`config.mk`:
```
export PLATFORM = sky130hd
export DESIGN_NAME = kvt_cell
export DESIGN_NICKNAME = d
export VERILOG_FILES = /design/src/rtl/core/kvt_pkg.sv /design/src/rtl/core/kvt_cell.sv
export SDC_FILE = /design/constraint.sdc
export NUM_CORES = 1
export LEC_CHECK = 0
export BUFFER_PORTS_ARGS = -buffer_cell sky130_fd_sc_hd__buf_2
export CAP_MARGIN = 10
export CORE_ASPECT_RATIO = 0.75
export CORE_MARGIN = 8
export CORE_UTILIZATION = 29
export DETAILED_ROUTE_END_ITERATION = 7
export HOLD_SLACK_MARGIN = 0.08
export RECOVER_POWER = 25
export SYNTH_ARGS = -nofsm -noshare
export SYNTH_HDL_FRONTEND = slang
export SYNTH_SLANG_ARGS = --single-unit
```
`constraint.sdc`:
```
create_clock -name clock -period 6.8 [get_ports clock]
set_input_delay 0.34 -clock clock [delete_from_list [all_inputs] [get_ports clock]]
set_output_delay 0.34 -clock clock [all_outputs]
set_load 0.02 [all_outputs]
```
`src/rtl/core/kvt_pkg.sv`:
```
// shared constants, codes and types for the key/value table
package kvt_pkg;

   localparam int CAPACITY    = 64;
   localparam int KEY_WIDTH   = 32;
   localparam int VALUE_WIDTH = 32;
   localparam int IDX_W       = $clog2(CAPACITY);
   localparam int CNT_W       = $clog2(CAPACITY + 1);

   typedef enum logic [1:0] {
      OP_INSERT = 2'd0,
      OP_REMOVE = 2'd1,
      OP_LOOKUP = 2'd2,
      OP_CLEAR  = 2'd3
   } kvt_op_type;

   typedef enum logic [1:0] {
      ST_OK   = 2'd0,
      ST_DUP  = 2'd1,
      ST_FULL = 2'd2,
      ST_MISS = 2'd3
   } kvt_status_type;

   // per-cycle commands broadcast down the cell row
   typedef struct packed {
      logic compare_en;
      logic shift_en;
      logic load_en;
   } kvt_ctl_type;

endpackage

```
`src/rtl/core/kvt_cell.sv`:
```
// one storage cell of the table: key, value, match flag and shift path
module kvt_cell
   import kvt_pkg::*;
(
   input  logic                   clock,
   input  kvt_ctl_type            ctl,
   input  logic [IDX_W-1:0]       cell_index,
   input  logic [CNT_W-1:0]       count,
   input  logic [KEY_WIDTH-1:0]   cmp_key,
   input  logic [VALUE_WIDTH-1:0] cmp_value,
   input  logic [KEY_WIDTH-1:0]   next_key,
   input  logic [VALUE_WIDTH-1:0] next_value,
   output logic [KEY_WIDTH-1:0]   key_out,
   output logic [VALUE_WIDTH-1:0] value_out,
   input  logic                   hit_in,
   output logic                   hit_out,
   input  logic [VALUE_WIDTH-1:0] rd_in,
   output logic [VALUE_WIDTH-1:0] rd_out
);

   logic [KEY_WIDTH-1:0]   key_ff,   key_in;
   logic [VALUE_WIDTH-1:0] value_ff, value_in;
   logic                   match_ff, match_in;
   logic                   valid;
   logic                   at_tail;

   assign valid   = {1'b0, cell_index} < count;
   assign at_tail = {1'b0, cell_index} == count;

   always_comb begin
      key_in   = key_ff;
      value_in = value_ff;
      match_in = match_ff;
      if (ctl.compare_en) begin
         match_in = valid && (key_ff == cmp_key);
      end
      // a hit at or below this cell pulls the upper neighbor down
      if (ctl.shift_en && hit_out) begin
         key_in   = next_key;
         value_in = next_value;
      end else if (ctl.load_en && at_tail) begin
         key_in   = cmp_key;
         value_in = cmp_value;
      end
   end

   always_ff @(posedge clock) begin
      key_ff   <= key_in;
      value_ff <= value_in;
      match_ff <= match_in;
   end

   assign key_out   = key_ff;
   assign value_out = value_ff;
   assign hit_out   = hit_in | match_ff;
   assign rd_out    = rd_in | (match_ff ? value_ff : '0);

endmodule

```
==> results by group <==
Outcome
  – Status: completed

Yosys
  – Ys Warns: 0
  – XOR/XNOR Fraction of Synth Area: 7.42%
  – FF+latch count, synth: 65
  – Register area share after synthesis: 51.7%
  – Synthesized area per cell: 15.7 um2
  – Mux share of post-synthesis cell area: 23.9%
  – Synth Area in Adders: 1.99%
  – Synth cell types: 23
  – Post-Syn Area: 0.00378 mm2
  – Mapped Nets: 425
  – Synth Area in Compound Gates: 7.15%
  – Largest family of logic cells by synthesized area: multiplexers
  – Post-Synth Simple-Gate Area: 3.05%
  – Syn Inst Count: 241

Floorplanning
  – Row count: 36
  – Die height: 115 um
  – Die width: 148 um
  – Starting Density: 29.4%
  – IO Pins: 275
  – Core area: 0.0128 mm2
  – Die area: 0.0170 mm2

STA
  – Final worst path period share: 38.7%
  – Slew @ Worst Pin: 0.943 ns
  – F_max: 380 MHz
  – Final worst setup slack: 4.17 ns
  – Final clock skew: 0.00405 ns
  – Final Hold Viols: 0
  – Fin crit period: 2.63 ns
  – Worst hold slack: 0.215 ns
  – Endpoints failing setup: 0
  – RSZ-0062 raised after global routing: false
  – Rel. slew slack: 36.9%
  – Fin. max-slew vios: 0
  – Post-route setup TNS: 0 ns

Final layout
  – Share of post-route cells with drive strength above 1: 58.3%
  – Post-route insts no fill: 694
  – ANT cells: 0
  – Most frequent cells in the layout: 219 x buf_2, 65 x edfxtp_1, 55 x clkbuf_1
  – Area Overhead vs Synth: 44.3%
  – Nets: 702
  – Commonest non-fill, non-tap cell in the layout: buf_2

Placed design
  – Input/output buffers: 274
  – Placer's final routability congestion estimate: 0.819
  – Post-DP HPWL: 9910 um
  – Pre-CTS WS: 4.01 ns
  – Placed cells: 678

Global routing
  – First-pass GRT wire length: 17900 um
  – Initial antenna violation count: 0
  – Total track usage: 13.3%
  – Grt ovf: 0
  – Vias in the first global route: 3494
  – Largest net degree at the start of global routing: 38

Critical path
  – Delay-heaviest family, CP: buffers and inverters
  – Critical Path End Type: flip-flop
  – Buf/Inv on CP: 2
  – CP Cell Sequence: buf_4 -> or2_4 -> nand2_4 -> buf_4 -> mux2_2
  – CP Data Required Time: 6.88 ns
  – CP max FO: 37
  – Worst path depth: 5
  – Cell depth of the worst flop-to-flop path: 5
  – Top cell by count, worst path: buf_4
  – Crit path DAT: 2.71 ns
  – Largest stage delay on the critical path: 0.65 ns
  – Type of origin of the critical path: flip-flop
  – CP max stage cell: buf_4
  – Crit path kind: reg -> reg

Clocking
  – CTS tree: built
  – CTS buffer count: 9
  – Clock Latency Late Sink: 0.32 ns
  – Hold buffer count at CTS: 0
  – Clock Pin Slew Worst Setup and Hold Paths: 0.06 ns
  – Htree depth: 3
  – Clk buf depth: 2
  – Root Driver: clkbuf_16
  – CTS Sinks: 65
  – Post_cts resized: 0
  – Setup Buffers After CTS: 0

Route
  – Drt initial violations: 88
  – Post-Route WL: 12000 um
  – Detail Route Antenna Nets: 0
  – Via-to-Cell Ratio: 4.38
  – # DRC: 0
  – Initial DRT Pass Iterations: 4
  – Drt wl/cell: 17.3 um
  – Via count: 3042

Worst hold path
  – Worst Hold Class: in -> reg
  – Hold path depth: 1

Pwr
  – Static leakage: 0.00263 uW
  – P per Cell Area: 211 mW/mm2
  – Total power: 1150 uW
  – Maximum VDD drop: 0.105 mV

Run
  – Max-Cap Viols: 0
## worst reg2reg max path, stage by stage, from the launching register on
cell      delay, ns
edfxtp_1       0.35
buf_4          0.25
or2_4          0.30
nand2_4        0.38
buf_4          0.66
mux2_2         0.44
## cell families after synthesis
kind of cell             count (synthesis)
AND/OR/NAND/NOR                         18
XOR/XNOR                                32
adder cells (fa/ha/maj)                  6
AO/OA/AOI/OAI                           37
flip-flops                              65
buffers and inverters                   19
multiplexers                            64
## worst paths after layout
kind	slack [ns]	start	end
worst min-delay path	0.22	ctl[2]	match_ff
worst max-delay path	4.17	match_ff	value_out[31]
worst min register to register	0.86	key_out[13]	match_ff
worst max register to register	4.17	match_ff	value_out[31]
## layer usage
metal	global-route usage, %	share of wire [%]	vias up	wire (um)
met5	0	0	-	0
met4	3.86	0.75	0	90
met3	6.10	10	5	1220
met2	23.2	49	159	5910
met1	14.4	40	1418	4760
li1	-	-	1460	-
## Yosys cell counts
cell type  number  area share (%)
edfxtp_1       65              52
mux2_4         49              19
a21o_1         32             6.4
xor2_1         32             7.4
mux2_2         15             4.5
inv_1           8            0.79
nor4_1          8             1.3
buf_12          6             3.2
ha_1            6             2.0
clkbuf_1        3            0.30
nand4_1         3            0.50
nand2_1         2            0.20
o21ai_0         2            0.26
a21oi_1         1            0.13
a221oi_1        1            0.23
a31oi_1         1            0.17
and3b_1         1            0.23
buf_4           1            0.20
buf_6           1            0.30
nand2_4         1            0.30
nor2_1          1           0.099
nor2b_1         1            0.17
or2_4           1            0.23
## sequential cells by signal, summed over array words and instances (netlist names)
register,count
key_out,32
match_ff,1
value_out,32
## through the flow
stage | area, um2 | util (%)
4_1_cts | 5520 | 43.0
3_3_place_gp | 5250 | 40.9
5_1_grt | 5450 | 42.5
2_1_floorplan | 3780 | -
6_report | 5450 | 42.5
3_5_place_dp | 5250 | 40.9
## where the power goes
part | internal (uW) | total (uW) | switching, uW
clock network | 245 | 412 | 167
registers | 476 | 491 | 15.4
logic | 118 | 245 | 127
## final cells by class
type	count	area, um2
repair buffers	277	1330
inverters	8	30.0
flip-flops and latches	65	1950
well taps	171	214
fillers	1268	7390
multi-input cells	157	1660
clock buffers	9	225
clock inverters	7	47.5
No activity file was read; power rests on OpenSTA's default activity.
